==> config.mk <==
export PLATFORM = sky130hd
export DESIGN_NAME = char_lcd_nibble_write_sequencer_top
export DESIGN_NICKNAME = d
export VERILOG_FILES = /design/src/hdl/clcd_pkg.sv /design/src/hdl/char_lcd_nibble_write_sequencer_top.sv /design/src/hdl/clcd_alu.sv /design/src/hdl/clcd_seq.sv
export VERILOG_INCLUDE_DIRS = /design/src /design/src/hdl
export SDC_FILE = /design/constraint.sdc
export NUM_CORES = 1
export LEC_CHECK = 0
export ABC_AREA = 0
export BUFFER_PORTS_ARGS = -buffer_cell sky130_fd_sc_hd__buf_2
export CORE_MARGIN = 5
export CORE_UTILIZATION = 35
export CTS_CLUSTER_SIZE = 16
export DETAILED_ROUTE_END_ITERATION = 8
export SLEW_MARGIN = 10
export SYNTH_ARGS = -nofsm -noshare
export SYNTH_HDL_FRONTEND = slang
export SYNTH_HIERARCHICAL = 1
export SYNTH_SLANG_ARGS = --single-unit
==> constraint.sdc <==
create_clock -name clock -period 5.5 [get_ports clock]
set_input_delay 0.55 -clock clock [delete_from_list [all_inputs] [get_ports clock]]
set_output_delay 0.55 -clock clock [all_outputs]
set_load 0.03 [all_outputs]
==> src/hdl/char_lcd_nibble_write_sequencer_top_macros.svh <==
// Assertion macros used by the character LCD sequencer module.
`ifndef CHAR_LCD_NIBBLE_WRITE_SEQUENCER_TOP_MACROS_SVH
`define CHAR_LCD_NIBBLE_WRITE_SEQUENCER_TOP_MACROS_SVH

// Consequent must hold in the same cycle as the antecedent.
`define CLCD_ASSERT_NOW(lbl, ante, cons, msg) \
   lbl: assert property (@(posedge clock) disable iff (reset) (ante) |-> (cons)) \
      else $error(msg);

// Consequent must hold in the cycle after the antecedent.
`define CLCD_ASSERT_NEXT(lbl, ante, cons, msg) \
   lbl: assert property (@(posedge clock) disable iff (reset) (ante) |=> (cons)) \
      else $error(msg);

`endif

==> src/hdl/clcd_pkg.sv <==
// Types, constants and helper functions for the character LCD sequencer.
package clcd_pkg;

   // Request opcodes; the remaining code is ignored.
   typedef enum logic [2:0] {
      OP_CMD   = 3'd0,
      OP_DATA  = 3'd1,
      OP_INIT  = 3'd2,
      OP_CLEAR = 3'd3,
      OP_GOTO  = 3'd4,
      OP_DIG4  = 3'd5,
      OP_DIG2  = 3'd6
   } opcode_type;

   localparam logic [2:0] OP_UNUSED = 3'd7;

   // Sequencer states.
   typedef enum logic [1:0] {
      ST_IDLE,
      ST_CALC,
      ST_PRE,
      ST_EMIT
   } state_type;

   // Display command bytes.
   localparam logic [7:0] CMD_DISPLAY_ON  = 8'h0D;
   localparam logic [7:0] CMD_ENTRY_MODE  = 8'h06;
   localparam logic [7:0] CMD_FUNC_SET    = 8'h2C;
   localparam logic [7:0] CMD_HOME        = 8'h02;
   localparam logic [7:0] CMD_CLEAR       = 8'h01;
   localparam logic [7:0] CMD_SET_DDRAM   = 8'h80;
   localparam logic [7:0] ASCII_ZERO      = 8'h30;
   localparam logic [3:0] NIB_FOUR_BIT    = 4'h2;

   // Saturation limits for decimal printing.
   localparam logic [13:0] DIG4_MAX = 14'd9999;
   localparam logic [13:0] DIG2_MAX = 14'd99;

   // Hold limits and the final snapshot positions within a byte and of the power-up wait.
   localparam int unsigned HOLD_MAX = 100;
   localparam logic [6:0]  HOLD_MIN = 7'd1;
   localparam logic [2:0]  SNAP_FINAL = 3'd4;
   localparam logic [1:0]  PRE_FINAL  = 2'd2;

   // Decimal divisor codes.
   localparam logic [1:0] DIV_THOUSAND = 2'd0;
   localparam logic [1:0] DIV_HUNDRED  = 2'd1;
   localparam logic [1:0] DIV_TEN      = 2'd2;

   // One pin snapshot; RW is always low and is not carried.
   typedef struct packed {
      logic       reg_select;
      logic       enable;
      logic [3:0] nibble;
      logic [6:0] hold_units;
      logic       last;
   } snap_type;

   // Request to and result from the shared add/subtract unit.
   typedef struct packed {
      logic        sub;
      logic [13:0] a;
      logic [13:0] b;
   } alu_req_type;

   typedef struct packed {
      logic [13:0] res;
      logic        borrow;
   } alu_rsp_type;

   // Divisor for a decimal digit position.
   function automatic logic [13:0] divisor(input logic [1:0] code);
      logic [13:0] d;
      unique case (code)
         DIV_THOUSAND: d = 14'd1000;
         DIV_HUNDRED:  d = 14'd100;
         default:      d = 14'd10;
      endcase
      return d;
   endfunction

endpackage

==> src/hdl/char_lcd_nibble_write_sequencer_top.sv <==
// Top level of the 4-bit character LCD write sequencer.
// Each request is expanded into pin snapshots (RS, RW, E, four data lines and a hold
// time), one snapshot per cycle through an output register while the receiver keeps
// up; every byte is five snapshots. A command or data request sends one byte, clear two
// and init five after its power-up wait and 4-bit select snapshots. Goto first adds the
// width once per row in the shared adder. Printing first counts each digit but the last
// by repeated subtraction in the shared subtractor, before its 20 or 10 snapshots. The
// sequence stalls while the receiver holds off a full output register. The request side
// is not ready until the final snapshot of a request has been handed to the output
// register.
module char_lcd_nibble_write_sequencer_top #(
   parameter int unsigned POWERUP_UNITS = 100
) (
   input  logic        clock,
   input  logic        reset,
   input  logic        req_tvalid,
   output logic        req_tready,
   input  logic [23:0] req_tdata,  // value[13:0], row[15:14], col[22:16]
   input  logic [2:0]  req_tuser,  // opcode[2:0]
   output logic        rsp_tvalid,
   input  logic        rsp_tready,
   output logic [15:0] rsp_tdata,  // read_write[0], enable[1], nibble[5:2],
                                   // hold_units[12:6]
   output logic        rsp_tuser,  // reg_select[0]
   output logic        rsp_tlast,
   input  logic        csr_tvalid,
   output logic        csr_tready,
   input  logic [7:0]  csr_tdata   // screen_width[6:0]
);

   logic [6:0]         width_ff, width_in;
   logic               out_valid_ff, out_valid_in;
   clcd_pkg::snap_type out_ff, out_in;
   logic               advance;
   logic               snap_valid;
   clcd_pkg::snap_type snap;

   clcd_seq #(
      .POWERUP_UNITS (POWERUP_UNITS)
   ) u_seq (
      .clock      (clock),
      .reset      (reset),
      .req_valid  (req_tvalid),
      .req_ready  (req_tready),
      .req_op     (req_tuser),
      .req_value  (req_tdata[13:0]),
      .req_row    (req_tdata[15:14]),
      .req_col    (req_tdata[22:16]),
      .width      (width_ff),
      .advance    (advance),
      .snap_valid (snap_valid),
      .snap       (snap)
   );

   // Screen width register, always writable.
   assign csr_tready = 1'b1;
   assign width_in   = csr_tvalid ? csr_tdata[6:0] : width_ff;

   always_ff @(posedge clock) begin
      if (reset) begin
         width_ff <= 7'd16;
      end else begin
         width_ff <= width_in;
      end
   end

   // Output register loads whenever it is empty or being drained.
   assign advance      = !out_valid_ff || rsp_tready;
   assign out_valid_in = advance ? snap_valid : out_valid_ff;
   assign out_in       = advance ? snap : out_ff;

   always_ff @(posedge clock) begin
      if (reset) begin
         out_valid_ff <= 1'b0;
      end else begin
         out_valid_ff <= out_valid_in;
      end
   end

   always_ff @(posedge clock) begin
      out_ff <= out_in;
   end

   // Result packing; RW is always driven low.
   assign rsp_tvalid = out_valid_ff;
   assign rsp_tdata  = {3'b000, out_ff.hold_units, out_ff.nibble, out_ff.enable, 1'b0};
   assign rsp_tuser  = out_ff.reg_select;
   assign rsp_tlast  = out_ff.last;

endmodule

==> src/hdl/clcd_alu.sv <==
// Shared add/subtract unit used for digit extraction and address arithmetic.
module clcd_alu (
   input  clcd_pkg::alu_req_type req,
   output clcd_pkg::alu_rsp_type rsp
);

   logic [14:0] wide;

   // One 14-bit add or subtract; the top bit is the borrow on subtract.
   always_comb begin
      if (req.sub) begin
         wide = {1'b0, req.a} - {1'b0, req.b};
      end else begin
         wide = {1'b0, req.a} + {1'b0, req.b};
      end
      rsp.res    = wide[13:0];
      rsp.borrow = wide[14];
   end

endmodule

==> src/hdl/clcd_seq.sv <==
// Request sequencer: computes bytes with the shared unit and emits pin snapshots.
`include "char_lcd_nibble_write_sequencer_top_macros.svh"

module clcd_seq #(
   parameter int unsigned POWERUP_UNITS = 100
) (
   input  logic               clock,
   input  logic               reset,
   input  logic               req_valid,
   output logic               req_ready,
   input  logic [2:0]         req_op,
   input  logic [13:0]        req_value,
   input  logic [1:0]         req_row,
   input  logic [6:0]         req_col,
   input  logic [6:0]         width,
   input  logic               advance,
   output logic               snap_valid,
   output clcd_pkg::snap_type snap
);

   localparam int unsigned WaitUnits =
      (POWERUP_UNITS > clcd_pkg::HOLD_MAX) ? clcd_pkg::HOLD_MAX : POWERUP_UNITS;

   clcd_pkg::state_type  state_ff, state_in;
   clcd_pkg::opcode_type op_ff, op_in;
   logic [13:0]          acc_ff, acc_in;
   logic [1:0]           cnt_ff, cnt_in;
   logic [1:0]           div_ff, div_in;
   logic [3:0][3:0]      dig_ff, dig_in;
   logic [1:0]           di_ff, di_in;
   logic [2:0]           byte_ff, byte_in;
   logic [2:0]           snap_ff, snap_in;
   logic [1:0]           pre_ff, pre_in;
   logic [3:0]           bus_ff, bus_in;

   clcd_pkg::alu_req_type alu_req;
   clcd_pkg::alu_rsp_type alu_rsp;

   logic [7:0] cur_byte;
   logic [2:0] last_idx;
   logic       cur_rs;
   logic [3:0] cur_nib;
   logic       last_byte;

   clcd_alu u_alu (
      .req (alu_req),
      .rsp (alu_rsp)
   );

   // Shared unit operands: add the width for goto, subtract a divisor for digits.
   always_comb begin
      alu_req.sub = (op_ff != clcd_pkg::OP_GOTO);
      alu_req.a   = acc_ff;
      alu_req.b   = (op_ff == clcd_pkg::OP_GOTO) ? {7'd0, width}
                                                 : clcd_pkg::divisor(div_ff);
   end

   // Byte under transmission, its RS level and the index of the final byte.
   always_comb begin
      cur_byte = '0;
      last_idx = '0;
      cur_rs   = 1'b0;
      unique case (op_ff)
         clcd_pkg::OP_CMD: begin
            cur_byte = acc_ff[7:0];
         end
         clcd_pkg::OP_DATA: begin
            cur_byte = acc_ff[7:0];
            cur_rs   = 1'b1;
         end
         clcd_pkg::OP_INIT: begin
            last_idx = 3'd4;
            unique case (byte_ff)
               3'd0:    cur_byte = clcd_pkg::CMD_DISPLAY_ON;
               3'd1:    cur_byte = clcd_pkg::CMD_ENTRY_MODE;
               3'd2:    cur_byte = clcd_pkg::CMD_FUNC_SET;
               3'd3:    cur_byte = clcd_pkg::CMD_HOME;
               default: cur_byte = clcd_pkg::CMD_CLEAR;
            endcase
         end
         clcd_pkg::OP_CLEAR: begin
            last_idx = 3'd1;
            cur_byte = (byte_ff == 3'd0) ? clcd_pkg::CMD_HOME : clcd_pkg::CMD_CLEAR;
         end
         clcd_pkg::OP_GOTO: begin
            cur_byte = clcd_pkg::CMD_SET_DDRAM | {1'b0, acc_ff[6:0]};
         end
         clcd_pkg::OP_DIG4: begin
            last_idx = 3'd3;
            cur_rs   = 1'b1;
            cur_byte = clcd_pkg::ASCII_ZERO | {4'd0, dig_ff[byte_ff[1:0]]};
         end
         clcd_pkg::OP_DIG2: begin
            last_idx = 3'd1;
            cur_rs   = 1'b1;
            cur_byte = clcd_pkg::ASCII_ZERO | {4'd0, dig_ff[byte_ff[1:0]]};
         end
         default: begin
            cur_byte = '0;
         end
      endcase
      // The first two snapshots carry the high nibble, the rest the low nibble.
      cur_nib   = (snap_ff[2:1] == 2'd0) ? cur_byte[7:4] : cur_byte[3:0];
      last_byte = (byte_ff == last_idx);
   end

   // State registers.
   always_ff @(posedge clock) begin
      if (reset) begin
         state_ff <= clcd_pkg::ST_IDLE;
         bus_ff   <= '0;
      end else begin
         state_ff <= state_in;
         bus_ff   <= bus_in;
      end
   end

   // Working registers; only meaningful once a request is under way.
   always_ff @(posedge clock) begin
      op_ff   <= op_in;
      acc_ff  <= acc_in;
      cnt_ff  <= cnt_in;
      div_ff  <= div_in;
      dig_ff  <= dig_in;
      di_ff   <= di_in;
      byte_ff <= byte_in;
      snap_ff <= snap_in;
      pre_ff  <= pre_in;
   end

   // Next state and snapshot outputs.
   always_comb begin
      state_in   = state_ff;
      op_in      = op_ff;
      acc_in     = acc_ff;
      cnt_in     = cnt_ff;
      div_in     = div_ff;
      dig_in     = dig_ff;
      di_in      = di_ff;
      byte_in    = byte_ff;
      snap_in    = snap_ff;
      pre_in     = pre_ff;
      bus_in     = bus_ff;
      req_ready  = 1'b0;
      snap_valid = 1'b0;
      snap       = '0;

      unique case (state_ff)
         clcd_pkg::ST_IDLE: begin
            req_ready = 1'b1;
            if (req_valid && (req_op != clcd_pkg::OP_UNUSED)) begin
               op_in   = clcd_pkg::opcode_type'(req_op);
               byte_in = '0;
               snap_in = '0;
               pre_in  = '0;
               dig_in  = '0;
               di_in   = '0;
               cnt_in  = req_row;
               div_in  = clcd_pkg::DIV_THOUSAND;
               acc_in  = req_value;
               unique case (clcd_pkg::opcode_type'(req_op))
                  clcd_pkg::OP_INIT: begin
                     state_in = clcd_pkg::ST_PRE;
                  end
                  clcd_pkg::OP_GOTO: begin
                     acc_in   = {7'd0, req_col};
                     state_in = clcd_pkg::ST_CALC;
                  end
                  clcd_pkg::OP_DIG4: begin
                     acc_in   = (req_value > clcd_pkg::DIG4_MAX) ? clcd_pkg::DIG4_MAX
                                                                 : req_value;
                     state_in = clcd_pkg::ST_CALC;
                  end
                  clcd_pkg::OP_DIG2: begin
                     acc_in   = (req_value > clcd_pkg::DIG2_MAX) ? clcd_pkg::DIG2_MAX
                                                                 : req_value;
                     div_in   = clcd_pkg::DIV_TEN;
                     state_in = clcd_pkg::ST_CALC;
                  end
                  default: begin
                     state_in = clcd_pkg::ST_EMIT;
                  end
               endcase
            end
         end

         clcd_pkg::ST_CALC: begin
            if (op_ff == clcd_pkg::OP_GOTO) begin
               // Row times width plus column, one addition per row.
               if (cnt_ff == 2'd0) begin
                  state_in = clcd_pkg::ST_EMIT;
               end else begin
                  acc_in = alu_rsp.res;
                  cnt_in = cnt_ff - 2'd1;
               end
            end else begin
               // Repeated subtraction counts the current decimal digit.
               if (!alu_rsp.borrow) begin
                  acc_in        = alu_rsp.res;
                  dig_in[di_ff] = dig_ff[di_ff] + 4'd1;
               end else if (div_ff == clcd_pkg::DIV_TEN) begin
                  dig_in[di_ff + 2'd1] = acc_ff[3:0];
                  state_in             = clcd_pkg::ST_EMIT;
               end else begin
                  div_in = div_ff + 2'd1;
                  di_in  = di_ff + 2'd1;
               end
            end
         end

         clcd_pkg::ST_PRE: begin
            // Power-up wait, then one strobe of the 4-bit select nibble.
            snap_valid      = 1'b1;
            snap.reg_select = 1'b0;
            snap.enable     = (pre_ff == 2'd1);
            snap.nibble     = (pre_ff == 2'd0) ? bus_ff : clcd_pkg::NIB_FOUR_BIT;
            snap.hold_units = (pre_ff == 2'd0) ? 7'(WaitUnits) : clcd_pkg::HOLD_MIN;
            snap.last       = 1'b0;
            if (advance) begin
               if (pre_ff == clcd_pkg::PRE_FINAL) begin
                  bus_in   = clcd_pkg::NIB_FOUR_BIT;
                  state_in = clcd_pkg::ST_EMIT;
               end else begin
                  pre_in = pre_ff + 2'd1;
               end
            end
         end

         clcd_pkg::ST_EMIT: begin
            // E is high on the second and fourth snapshot of each byte.
            snap_valid      = 1'b1;
            snap.reg_select = cur_rs;
            snap.enable     = snap_ff[0];
            snap.nibble     = cur_nib;
            snap.hold_units = clcd_pkg::HOLD_MIN;
            snap.last       = (snap_ff == clcd_pkg::SNAP_FINAL) && last_byte;
            if (advance) begin
               if (snap_ff == clcd_pkg::SNAP_FINAL) begin
                  bus_in  = cur_nib;
                  snap_in = '0;
                  if (last_byte) begin
                     state_in = clcd_pkg::ST_IDLE;
                  end else begin
                     byte_in = byte_ff + 3'd1;
                  end
               end else begin
                  snap_in = snap_ff + 3'd1;
               end
            end
         end

         default: begin
            state_in = clcd_pkg::ST_IDLE;
         end
      endcase
   end

   `CLCD_ASSERT_NEXT(a_unused_dropped,
      (state_ff == clcd_pkg::ST_IDLE) && req_valid && (req_op == clcd_pkg::OP_UNUSED),
      state_ff == clcd_pkg::ST_IDLE, "unused opcode started a request")
   `CLCD_ASSERT_NEXT(a_last_ends_request,
      snap_valid && advance && snap.last,
      state_ff == clcd_pkg::ST_IDLE, "request continued after its final snapshot")
   `CLCD_ASSERT_NEXT(a_bus_tracks_byte,
      (state_ff == clcd_pkg::ST_EMIT) && advance && (snap_ff == clcd_pkg::SNAP_FINAL),
      bus_ff == $past(snap.nibble), "bus level not updated after a byte")
   `CLCD_ASSERT_NOW(a_digit_decimal,
      (state_ff == clcd_pkg::ST_CALC) && (op_ff != clcd_pkg::OP_GOTO),
      dig_ff[di_ff] <= 4'd9, "decimal digit count exceeded nine")

endmodule
======== After elaboration in Yosys (flattened, before gate mapping) ========
Index checks and enable logic that the tools add are counted.
Widths: inputs -> output; s select.
storage, ports and cells
  RAM bits ................................ 0
  latch bits .............................. 0
  flip-flop bits (word level) ............. 75
  memories kept ........................... 0
  output and inout port bits .............. 21
  memory bits (read-only) ................. 0
  bits of input ports ..................... 40
operators by class
  multiplexer cells ....................... 80
  div/mod/pow operators ................... 0
  add/subtract/negate cells ............... 9
  equality and inequality tests ........... 43
  reductions and logical operators ........ 33
  shift operators ......................... 0
  magnitude comparators ................... 7
  bitwise gates (word level) .............. 0
  multiply operators ...................... 0
operator list
  operator              number
  $mux 14               6
  $mux 16               4
  $pmux 14 s2           2
  $mux 2                25
  $pmux 14 s3           1
  $mux 4                10
  $pmux 8 s5            1
  $bwmux 16             2
  $pmux 16 s2           1
  $pmux 6 s4            1
  $eq 3x3->1 const B    7
  $pmux 10 s2           1
  $pmux 2 s2            5
  $mux 3                6
  $bmux 4 s2            2
  $demux 4 s2           2
  $ne 2x2->1 const B    8
  $reduce_and 4->1      4
  $add 14x14->15        1
  $eq 3x2->1 const B    5
  $mux 15               1
  $reduce_and 5->1      3
  $sub 14x10->15        1
  $gt 14x14->1 const B  1
  other kinds (33)      72

======== Logic depth before layout (Yosys ltp) ========
Gate-level depths: netlist of the first run.
  depth in word-level cells ............... 10
  depth in mapped cells ................... 23
  depth with buffers taken out ............ 20

======== By module ========
The synthesis of the first run kept the hierarchy.
by module, submodules not included
  module                               cells an instance  area an instance (um^2)  seq. area each (um^2)  instances
  clcd_seq                             438                4057.6                   1531.5                 1
  clcd_alu                             141                1012.2                   0.0                    1
  char_lcd_nibble_write_sequencer_top  48                 757.0                    580.6                  1

======== Worst setup path before layout of the first run ========
Ideal clock, no wire load.
  path kind ............................... register to register
  from .................................... reg u_seq.op_ff[0]
  to ...................................... reg u_seq/dig_ff[0] (netlist name), enable pin
  setup slack ............................. 663 ps
  data arrival time ....................... 4442 ps
  clock period less this slack ............ 4837 ps
  library setup time ...................... 394 ps
  stages on the path, launching flop included .. 21
  buffers on the path ..................... 3
  cells stage by stage .................... edfxtp_1 > nand2b_4 > nor2_4 > clkinv_4 > and2_1 > nor3_1 > a41oi_1 > nor2_1 > xor2_1 > ha_1 > clkbuf_1 > a21o_1 > a21oi_1 > o21ai_0 > nor4_1 > nor4_1 > buf_4 > inv_1 > clkbuf_1 > o21ai_0 > a21oi_1
RTL lines
  what                    RTL line         text
  start, declared         clcd_seq.sv:25   clcd_pkg::opcode_type op_ff, op_in;
  start signal, assigned  clcd_seq.sv:120  op_ff <= op_in;
  end signal, assigned    clcd_seq.sv:124  dig_ff <= dig_in;
  end, declared           clcd_seq.sv:29   logic [3:0][3:0] dig_ff, dig_in;

==> metrics.md, run 1 <==
| Metric | Value |
|---|---|
| Max Freq | `0.198 GHz` |
| Tot GR Track Use | `15.0%` |
| Flop pwr share | `between 20% and 30%` |
| Crit end category | `flop` |
| Dominant cells by area after synthesis | `edfxtp_1 (31%), ha_1 (9.2%), dfxtp_1 (4.8%)` |
| Rows | `47` |
| First-pass GRT wire length | `approximately 23,000 µm` |
| Number of synthesized flops with an enable pin | `61` |
| Worst vdd ir | `0.202 mV` |
| Switching power | `around 0.0019 W` |
| Post-Layout Cell Count | `around 900` |
| Yosys Warn Count | `6` |
| Drt pass-1 iters | `4` |
| Number of port buffers | `53` |
| Syn Area/Cell | `9.29 µm²` |
| Gr ovfl total | `0` |
| DR WL/cell | `between 15 and 20 µm` |
| Critical path cell sequence | `nand2b_4, nor2_4, clkinv_4, nand2_1, nand2_1, nor3_2, a41oi_1, xnor2_1, ha_2, and3_2, a22oi_1, o21ai_0, o211a_1, nor4_1, buf_4, inv_1, or3_1, a21oi_1` |
| Worst-Margin Slew | `around 0.9 ns` |
| Final antenna-violating net count | `0` |
| CP startpoint kind | `flop` |
| Vias | `slightly below 5k` |
| Clock sink count | `75` |
| Reg clk slew, reported paths | `approximately 0.060 ns` |
| Top delay family on crit path | `simple AND/OR/NAND/NOR gates` |
| Area grow syn2layout | `13.4%` |
| Clock Skew | `0.00956 ns` |
| Post-Place Cells | `a little under 900` |
| Int Pwr | `0.00227 W` |
| Hold crit path type | `primary input to flop` |
| Die Y | `139 µm` |
| Cells after synthesis | `627` |
| Bufs and invs on worst path | `3` |
| Slew Viols, Final | `0` |
| Clk root buf | `clkbuf_16` |
| Crit path max fanout | `12` |
| Max-Cap Viols | `0` |
| Worst setup path start | `u_seq/op_ff[0]` |
| Final hold violation count | `0` |
| Setup Viol. Count Final | `0` |
| Top_reg_cell synth | `edfxtp_1` |
| #FFs+latches synth | `75` |
| Width of the die | `139 µm` |
| Cells on worst reg2reg path | `18` |
| Routed Wire Length | `14,900 µm` |
| Switching Fraction | `a little under half` |
| R2r endpoint | `u_seq/div_ff[1]` |
| Flop2flop setup slack | `around 0.44 ns` |
| Most repeated library cell on the critical path | `nand2_1` |
| LEAKAGE | `~2.8 nW` |
| CP Depth | `18` |
| GP Congestion | `around 0.86` |
| Ratio of cells with drive above 1 in the final layout | `between 10% and 20%` |
| Comb pwr share | `about three fifths` |
| Vias in the first global route | `roughly 4.6k` |
| DRC violations left | `0` |
| Clk pwr share | `about 14%` |
| Status | `finished, final reports clean` |
| Initial Utilization | `35.4%` |
| Slowest cell on crit path | `a21oi_1` |
| Top Ports | `between 60 and 70` |
| Initial antenna violation count | `1` |
| Pre-CTS worst setup slack | `approximately 0.42 ns` |
| CTS tree | `done` |
| Nets@finish | `~760` |
| CP Class | `flop to flop` |
| Total negative slack | `0 ns` |
| Sequential fraction of the synthesis area | `approximately 36%` |
| Clock buffer depth | `2` |
| Synth Cell Area | `0.00583 mm²` |
| Slew HR | `approximately two fifths` |
| Die area | `between 0.015 and 0.02 mm²` |
| Number of diodes | `0` |
| H-tree depth | `3` |
| Initial DRC Count | `about 450` |
| Pin count of the biggest net entering global routing | `63` |
| Worst path max stage delay | `~0.45 ns` |
| Final WS setup | `~0.44 ns` |
| Post-synthesis cell type count | `76` |
| Total core area | `0.0165 mm²` |
| CP arrival | `just over 5 ns` |
| Worst setup path endpoint | `u_seq/div_ff[1]` |
| Setup Fix Bufs, Post-CTS | `0` |
| Final HPWL DP | `around 11,000 µm` |
| Post-synth top area share | `a little under a third` |
| Skew-Pair Late Insertion Delay | `about 0.34 ns` |
| Worst reg2reg startpoint | `u_seq/op_ff[0]` |
| Vias per inst | `5.35` |
| Asr flop ratio synth | `0%` |
| Tcrit/Tclk final | `92.0%` |
| Worst Path Required | `~5.5 ns` |
| RSZ-0062 raised after global routing | `false` |
| Min cycle time layout | `approximately 5 ns` |
| Synth area leader | `edfxtp_1` |
| Num CTS Buffers | `9` |
| Power density over the cells | `around 630 mW/mm²` |
-- worst reg2reg max path, cell delays in order (launching register included) --
cell and delay, ns:
edfxtp_1 0.39, nand2b_4 0.17, nor2_4 0.26, clkinv_4 0.16
nand2_1 0.11, nand2_1 0.13, nor3_2 0.31, a41oi_1 0.28
xnor2_1 0.28, ha_2 0.38, and3_2 0.25, a22oi_1 0.22
o21ai_0 0.13, o211a_1 0.24, nor4_1 0.27, buf_4 0.24
inv_1 0.08, or3_1 0.36, a21oi_1 0.45
-- timing repair --
action / 4_1_cts / 5_1_grt
resized for setup: 0 / 2
hold buffers: 0 / 0
hold endpoints to repair: 0 / 0
endpoints found under the setup margin: 0 / 5
-- worst min path at each step --
stage | from | to | cells past startpoint
finish | csr_tdata[4] | width_ff[4] | 2
global route | csr_tdata[4] | width_ff[4] | 2
CTS | csr_tdata[4] | width_ff[4] | 2
detailed placement | u_seq/bus_ff[1] | u_seq/bus_ff[1] | 2
global placement | u_seq/bus_ff[1] | u_seq/bus_ff[1] | 2
floorplan | u_seq/bus_ff[1] | u_seq/bus_ff[1] | 2
-- cells by family (layout without fill, tap and decap cells) --
group,count (synthesis),after routing,share of synthesized area (%)
xor gates and xnor gates,25,25,3.76
adders and majority gates,44,44,9.58
DFF,75,75,36.2
AOI/OAI and AO/OA,175,175,19.7
and+or+nand+nor,200,200,17.1
muxes,33,33,7.71
other,3,18,0.193
buffers and inverters,72,115,5.71
-- flip-flops by register name (all words and copies together), names as in the netlist, 3 cells and up --
register and cells:
u_seq/byte_ff 3, u_seq/acc_ff 14, u_seq/dig_ff 16, u_seq/bus_ff 4, rsp_tdata 12, width_ff 7, u_seq/op_ff 3, u_seq/snap_ff 3
-- cell usage after synthesis, drive strengths merged, types with 2 or more instances --
cell / number
mux2: 9
and3b: 2
clkbuf: 18
a21o: 12
o211ai: 6
o21a: 5
xnor2: 21
a21oi: 50
a31o: 2
and4: 2
o22ai: 4
nand2: 58
edfxtp: 61
nor4: 6
a311oi: 3
nand2b: 10
a221oi: 6
a21boi: 5
o21ai: 40
o31ai: 3
o211a: 6
and3: 8
a31oi: 6
conb: 3
a22oi: 5
mux2i: 16
and4b: 2
mux4: 8
nand3: 13
xor2: 4
a22o: 5
nor2b: 12
nor2: 56
nor3: 7
dfxtp: 14
a211o: 3
and2: 11
or3: 4
nor3b: 2
buf: 17
ha: 43
inv: 36
o21bai: 4
-- area by class of cell --
cell class	instances	area (µm²)
clock buffer	9	225
clock inverter	7	75.1
fill	1679	9860
inverter	37	144
multi-input combinational	495	3440
sequential	75	2110
tap	220	275
timing repair buffer	61	325
timing repair inverter	1	5.00
-- placed cells by master, fill, tap and decap left out, types with 7 or more instances in the layout --
master and n:
edfxtp_1 61, nand2_1 58, nor2_1 55, buf_2 53
a21oi_1 50, ha_1 41, o21ai_0 38, inv_1 36
xnor2_1 21, conb_1 18, mux2i_1 16, dfxtp_1 14
nand3_1 13, a21o_1 12, nor2b_1 11, nand2b_1 9
clkbuf_16 9, and2_1 9, mux2_2 8, buf_4 8
mux4_2 7, and3_1 7
-- power by group through the flow --
stage	sequential, W	combinational [W]	clock [W]
finish	0.00111	0.00246	0.000601
global route	0.00114	0.00270	0.000647
CTS	0.00111	0.00242	0.000617
detailed placement	0.00112	0.00240	0
global placement	0.00111	0.00234	0
floorplan	0.00108	0.00187	0
-- metal layers --
| metal | GRT usage, % | wire length (µm) |
|---|---|---|
| met5 | 0 | 18 |
| met4 | 5.05 | 250 |
| met3 | 3.66 | 877 |
| met2 | 23.1 | 6580 |
| met1 | 20.7 | 7140 |
-- stage by stage --
stage	hold WS, ns	power [W]	cell area (µm²)	utilization [%]
after floorplan	0.434	0.00295	5880	-
after global placement	0.452	0.00346	6300	38.2
after detailed placement	0.463	0.00353	6300	38.2
after CTS	0.417	0.00415	6600	40.1
after global routing	0.440	0.00449	6610	40.1
final	0.424	0.00417	6610	40.1
Power figures use the tool's default switching activity.
==> run 2: changes to the inputs <==
BUFFER_PORTS_ARGS = -buffer_cell sky130_fd_sc_hd__clkbuf_2   (was -buffer_cell sky130_fd_sc_hd__buf_2)
CORE_UTILIZATION = 60   (was 35)
PLACE_DENSITY = 0.81   (was not set)
==> metrics.md, run 2 (same netlist as run 1, synthesis figures left out) <==
| Metric | Value |
|---|---|
| Pin count of the biggest net entering global routing | `63 (unchanged)` |
| Slew Viols, Final | `0 (unchanged)` |
| Vias per inst | `6.06 (+13%)` |
| Worst reg2reg startpoint | `u_seq/op_ff[0]` |
| Setup Fix Bufs, Post-CTS | `0 (unchanged)` |
| Skew-Pair Late Insertion Delay | `0.36 ns (+0.02 ns)` |
| Hold Path Origin | `csr_tdata[4]` |
| Routed metal-1 wire length | `6240 µm (-13%)` |
| H-tree depth | `3 (unchanged)` |
| Design area | `0.00643 mm² (-2.6%)` |
| Initial DRC Count | `472 (+5.8%)` |
| Cells on worst reg2reg path | `19 (+1)` |
| Min cycle time layout | `5.16 ns (+0.102 ns)` |
| DR WL met3 | `1150 µm (+31%)` |
| Final core occ | `66.8% (+27 points)` |
| Drt pass-1 iters | `5 (+1)` |
| Top Ports | `61 (unchanged)` |
| Clock sink count | `75 (unchanged)` |
| Slowest cell on crit path | `or4_1` |
| Width of the die | `109 µm (-22%)` |
| Vias in the first global route | `4,700 (+2.6%)` |
| Setup Viol. Count Final | `0 (unchanged)` |
| Max Freq | `0.194 GHz (-2.0%)` |
| Tcrit/Tclk final | `93.9% (+1.9 points)` |
| Clock Skew | `0.0136 ns (+0.00401 ns)` |
| CP arrival | `5.44 ns (+0.40 ns)` |
| Clock buffer depth | `2 (unchanged)` |
| First-pass GRT wire length | `22,800 µm (-2.7%)` |
| Die Y | `109 µm (-22%)` |
| Total core area | `0.00964 mm² (-41%)` |
| Slew HR | `28.7% (-13 points)` |
| # fillers | `818 (-51%)` |
| Routed Wire Length | `14,000 µm (-6.1%)` |
| Power density over the cells | `642 mW/mm² (+1.7%)` |
| Ratio of cells with drive above 1 in the final layout | `15.7% (-0.25 points)` |
| Uppermost layer routed | `met4` |
| GP Congestion | `0.897 (+4.1%)` |
| Area grow syn2layout | `10.4%` |
| Tot GR Track Use | `24.3% (+9.3 points)` |
| RSZ-0062 raised after global routing | `false` |
| Max FFs per register | `16 (unchanged)` |
| Area occupied by multi-input gates | `0.00345 mm² (about the same)` |
| Met2 Routed Length | `6360 µm (-3.4%)` |
| Hold crit path type | `primary input to flop` |
| Crit end category | `flop` |
| Nets@finish | `762 (-0.26%)` |
| Max-Cap Viols | `0 (unchanged)` |
| Initial antenna violation count | `0 (-1)` |
| Flop2flop setup slack | `0.34 ns (-0.10 ns)` |
| Initial Utilization | `60.4% (+25 points)` |
| Final antenna-violating net count | `0 (unchanged)` |
| Clk root buf | `clkbuf_8` |
| LEAKAGE | `2.78 nW (-1.2%)` |
| Hold Path Sink | `width_ff[4]` |
| Status | `finished, final reports clean` |
| WHS Path Cells | `2 (unchanged)` |
| Rows | `36 (-23%)` |
| Gr ovfl total | `0 (unchanged)` |
| Register with the most flip-flops | `u_seq/dig_ff` |
| Num CTS Buffers | `9 (unchanged)` |
| Die area | `0.0118 mm² (-39%)` |
| Total negative slack | `0 ns (unchanged)` |
| CP Class | `flop to flop` |
| Worst-Margin Slew | `1.07 ns (+0.194 ns)` |
| Commonest non-fill, non-tap cell in the layout | `edfxtp_1` |
| Number of diodes | `0 (unchanged)` |
| Worst path max stage delay | `0.51 ns (+0.06 ns)` |
| Cell Area, Placed | `0.00618 mm² (-1.8%)` |
| Worst vdd ir | `0.270 mV (+34%)` |
| Most repeated library cell on the critical path | `nand2_1` |
| Vias | `4,946 (+2.2%)` |
| DRC violations left | `0 (unchanged)` |
| DR WL/cell | `17.1 µm (+4.1%)` |
| Reg clk slew, reported paths | `0.08 ns (+0.02 ns)` |
| Critical path cell sequence | `nand2b_4, nor2_4, clkinv_4, nand2_1, nand2_1, nor3_2, a41oi_1, xnor2_1, ha_1, and3_2, a22oi_1, o21ai_0, o211a_1, nor4_1, buf_4, nand3_1, a311o_1, or4_1, a21oi_1` |
| Worst setup path start | `u_seq/op_ff[0]` |
| CP startpoint kind | `flop` |
| Final hold violation count | `0 (unchanged)` |
| Reg area | `0.00211 mm² (unchanged)` |
| Worst slack on hold paths | `0.406 ns (-0.0184 ns)` |
| R2r endpoint | `u_seq/state_ff[0]` |
| Crit path max fanout | `23 (+11)` |
| Most frequent cells in the layout | `edfxtp_1 (61), nand2_1 (58), nor2_1 (55), clkbuf_2 (53), a21oi_1 (50)` |
| CTS tree | `done` |
| Number of port buffers | `53 (unchanged)` |
| Worst Path Required | `5.78 ns (+0.30 ns)` |
| Final HPWL DP | `10,400 µm (-7.8%)` |
## run 2: cell types whose count changed in the layout (fill, tap and decap cells not counted), sizes merged
cell	previous run	this run
buf	61	7
clkbuf	9	62
clkinvlp	0	1
clkinv	6	2
bufinv	1	3
## run 2: how the worst max path moves through the flow
| stage | to | slack (ns) | depth (start not counted) |
|---|---|---|---|
| after floorplan | u_seq/dig_ff[0] | 0.66 | 20 |
| after CTS | u_seq/state_ff[0] | 0.39 | 18 |
| final | u_seq/state_ff[0] | 0.34 | 19 |
| after detailed placement | u_seq/state_ff[0] | 0.42 | 18 |
| after global routing | u_seq/state_ff[0] | 0.03 | 19 |
| after global placement | u_seq/state_ff[0] | 0.58 | 18 |
## run 2: where the power goes
group	leakage, nW	switching (W)	internal (W)
Sequential	0.736	0.000211	0.000902
Clock	0.120	0.000224	0.000305
Combinational	1.92	0.00147	0.00102
Total	2.78	0.00191	0.00222
## run 2: cell type report
cell class | count | share of cell area (%)
multi-input cells | 495 | 53.6
clock buffers | 9 | 1.92
well taps | 133 | 2.59
flip-flops and latches | 75 | 32.8
repair buffers | 60 | 4.94
clock inverters | 7 | 1.92
inverters | 37 | 2.24
## run 2: routing by layer
layer,vias up,global-route usage (%)
met2,250,38.5
met3,23,4.90
li1,2370,-
met5,-,0
met4,0,5.95
met1,2303,34.3
## run 2: worst max-delay path: cells and delay by family, from the launching register on
family | cells | cell delay [ns]
AO/OA/AOI/OAI | 6 | 1.41
XOR/XNOR | 1 | 0.28
adder cells (fa/ha/maj) | 1 | 0.41
buffers and inverters | 2 | 0.44
flip-flops | 1 | 0.40
AND/OR/NAND/NOR | 9 | 2.12
## run 2: through the flow
stage	power [W]	setup slack, ns	instances
floorplan	0.00295	0.663	642
global placement	0.00341	0.579	800
detailed placement	0.00351	0.422	800
CTS	0.00406	0.389	816
global route	0.00442	0.0259	816
finish	0.00413	0.338	816
## run 2: what timing repair did
action / in CTS / in global routing
gates resized for setup: 0 / 2
hold buffers: 0 / 0
endpoints found under the setup margin: 0 / 5
==> run 3: changes to the inputs <==
CELL_PAD_IN_SITES_DETAIL_PLACEMENT = 1   (was not set)
CELL_PAD_IN_SITES_GLOBAL_PLACEMENT = 1   (was not set)
CORE_UTILIZATION = 47   (was 60)
PLACE_DENSITY = not set   (was 0.81)
PLACE_DENSITY_LB_ADDON = 0.1   (was not set)
SLEW_MARGIN = not set   (was 10)
==> metrics.md, run 3 (same netlist as run 1, synthesis figures left out) <==
| Metric | Value |
|---|---|
| Initial antenna violation count | `0 (unchanged)` |
| Switching Fraction | `47.3% (+1.1 points)` |
| # fillers | `1,418 (+73%)` |
| Number of port buffers | `53 (unchanged)` |
| Initial DRC Count | `344 (-27%)` |
| Rows | `40 (+11%)` |
| DRC violations left | `0 (unchanged)` |
| Ratio of cells with drive above 1 in the final layout | `15.9% (+0.27 points)` |
| Tot GR Track Use | `22.2% (-2.1 points)` |
| Max Freq | `0.199 GHz (+2.8%)` |
| Max-Cap Viols | `0 (unchanged)` |
| Most frequent cells in the layout | `edfxtp_1 (61), nand2_1 (58), nor2_1 (55), clkbuf_2 (53), a21oi_1 (49)` |
| Flop pwr share | `26.6% (-0.3 points)` |
| R2r endpoint | `u_seq/state_ff[0]` |
| CP startpoint kind | `flop` |
| Commonest non-fill, non-tap cell in the layout | `edfxtp_1` |
| Total core area | `0.0121 mm² (+25%)` |
| DR WL/cell | `18.9 µm (+10%)` |
| Tcrit/Tclk final | `91.3% (-2.6 points)` |
| Vias | `4,988 (+0.85%)` |
| Clk root buf | `clkbuf_16` |
| Worst-Margin Slew | `1.10 ns (+0.0298 ns)` |
| RSZ-0062 raised after global routing | `false` |
| Final core occ | `54.1% (-13 points)` |
| Clk pwr share | `13.2% (+0.4 points)` |
| Switching power | `0.00200 W (+5.1%)` |
| Width of the die | `121 µm (+12%)` |
| Area occupied by multi-input gates | `0.00346 mm² (+0.33%)` |
| Hold Path Sink | `width_ff[4]` |
| First-pass GRT wire length | `25,900 µm (+14%)` |
| Top Ports | `61 (unchanged)` |
| Worst reg2reg startpoint | `u_seq/div_ff[0]` |
| Crit path max fanout | `8 (-65%)` |
| Area grow syn2layout | `12.1%` |
| Max FFs per register | `16 (unchanged)` |
| H-tree depth | `3 (unchanged)` |
| Hold crit path type | `primary input to flop` |
| Worst Path Required | `5.77 ns (about the same)` |
| Pin count of the biggest net entering global routing | `63 (unchanged)` |
| CTS tree | `done` |
| CP arrival | `5.29 ns (-0.15 ns)` |
| WHS Path Cells | `2 (unchanged)` |
| Initial Utilization | `48.3% (-12 points)` |
| Drt pass-1 iters | `5 (unchanged)` |
| Clock sink count | `75 (unchanged)` |
| Clock Skew | `0.00991 ns (-0.00365 ns)` |
| Slew Viols, Final | `0 (unchanged)` |
| Skew-Pair Late Insertion Delay | `0.34 ns (-0.02 ns)` |
| Power density over the cells | `649 mW/mm² (+1.1%)` |
| Worst vdd ir | `0.226 mV (-16%)` |
| CTS Hold Buffers Added | `0 (unchanged)` |
| Setup Viol. Count Final | `0 (unchanged)` |
| Slew HR | `26.7% (-2.0 points)` |
| Vias in the first global route | `5,030 (+7.0%)` |
| Int Pwr | `0.00224 W (+0.49%)` |
| LEAKAGE | `2.79 nW (+0.34%)` |
| Final HPWL DP | `12,300 µm (+18%)` |
| Crit end category | `flop` |
| Nets@finish | `763 (+0.13%)` |
| CP Class | `flop to flop` |
| Num CTS Buffers | `9 (unchanged)` |
| Die area | `0.0147 mm² (+25%)` |
| Routed Wire Length | `16,100 µm (+15%)` |
| Cells on worst reg2reg path | `20 (+1)` |
| Min cycle time layout | `5.02 ns (-0.142 ns)` |
| Reg area | `0.00211 mm² (unchanged)` |
| Vias per inst | `5.85 (-3.4%)` |
| Total negative slack | `0 ns (unchanged)` |
| Reg clk slew, reported paths | `0.06 ns (-0.02 ns)` |
| Final hold violation count | `0 (unchanged)` |
| Die Y | `121 µm (+12%)` |
| Clock buffer depth | `2 (unchanged)` |
| Gr ovfl total | `0 (unchanged)` |
| Flop2flop setup slack | `0.48 ns (+0.14 ns)` |
| Hold Path Origin | `csr_tdata[4]` |
| Status | `finished, final reports clean` |
| GP Congestion | `0.848 (-5.5%)` |
| Register with the most flip-flops | `u_seq/dig_ff` |
| Final antenna-violating net count | `0 (unchanged)` |
| Number of diodes | `0 (unchanged)` |
| Comb pwr share | `60.2% (about the same)` |
==> run 3: cell types whose count changed in the layout (fill, tap and decap cells not counted), sizes merged <==
cell	before	now
clkinv	2	0
buf	7	8
bufinv	3	0
clkinvlp	1	4
inv	38	39
clkbuf	62	63
==> run 3: layout make-up <==
cell class,instances,share of cell area (%)
multi-input cells,495,53.0
flip-flops and latches,75,32.3
repair buffers,61,4.98
clock buffers,10,3.51
well taps,168,3.22
inverters,37,2.24
clock inverters,6,0.766
==> run 3: per-layer routing <==
metal | track usage [%] | wire (µm)
met1 | 30.9 | 7600
met4 | 7.70 | 338
met3 | 2.80 | 699
met5 | 0 | 0
met2 | 35.5 | 7440
==> run 3: through the flow <==
| stage | setup slack [ns] | hold slack, ns | area [µm²] | std cells | total power (W) |
|---|---|---|---|---|---|
| floorplan | 0.663 | 0.434 | 5880 | 642 | 0.00295 |
| global placement | 0.545 | 0.452 | 6230 | 836 | 0.00348 |
| detailed placement | 0.307 | 0.468 | 6230 | 836 | 0.00361 |
| CTS | 0.296 | 0.430 | 6510 | 852 | 0.00421 |
| global route | 0.0356 | 0.451 | 6530 | 852 | 0.00454 |
| finish | 0.480 | 0.436 | 6530 | 852 | 0.00424 |
==> run 3: critical path: stages (launching register included) <==
cell and delay, ns:
edfxtp_1 0.40, inv_1 0.08, ha_1 0.22, or3_1 0.42
nand2_1 0.14, inv_1 0.06, ha_1 0.22, and3_1 0.20
a21oi_1 0.17, xnor2_1 0.19, ha_1 0.34, and3_2 0.22
a22oi_1 0.24, o21ai_0 0.15, o211a_1 0.24, nor4_1 0.28
buf_4 0.24, nand3_1 0.08, a311o_1 0.39, or4_1 0.51
a21oi_1 0.15
==> run 3: repair_timing <==
item,in CTS,in global routing
setup endpoints to repair,0,44
buffers inserted,0,0
gates resized for setup,0,5
endpoints found under the hold margin,0,0
==> run 3: power groups by stage <==
stage          clock [W]  combinational (W)  sequential, W
3_3_place_gp           0            0.00236        0.00112
3_5_place_dp           0            0.00248        0.00114
4_1_cts         0.000568            0.00251        0.00113
2_1_floorplan          0            0.00187        0.00108
6_report        0.000558            0.00255        0.00113
5_1_grt         0.000598            0.00279        0.00115
==> run 3: worst max path at each step <==
stage                         to  slack (ns)  cells past startpoint       startpoint
6_report       u_seq/state_ff[0]        0.48                     20  u_seq/div_ff[0]
4_1_cts          u_seq/div_ff[1]        0.30                     17   u_seq/op_ff[0]
5_1_grt        u_seq/state_ff[0]        0.04                     19  u_seq/div_ff[0]
3_3_place_gp     u_seq/div_ff[0]        0.54                     17   u_seq/op_ff[0]
3_5_place_dp     u_seq/div_ff[1]        0.31                     17   u_seq/op_ff[0]
2_1_floorplan    u_seq/dig_ff[0]        0.66                     20   u_seq/op_ff[0]
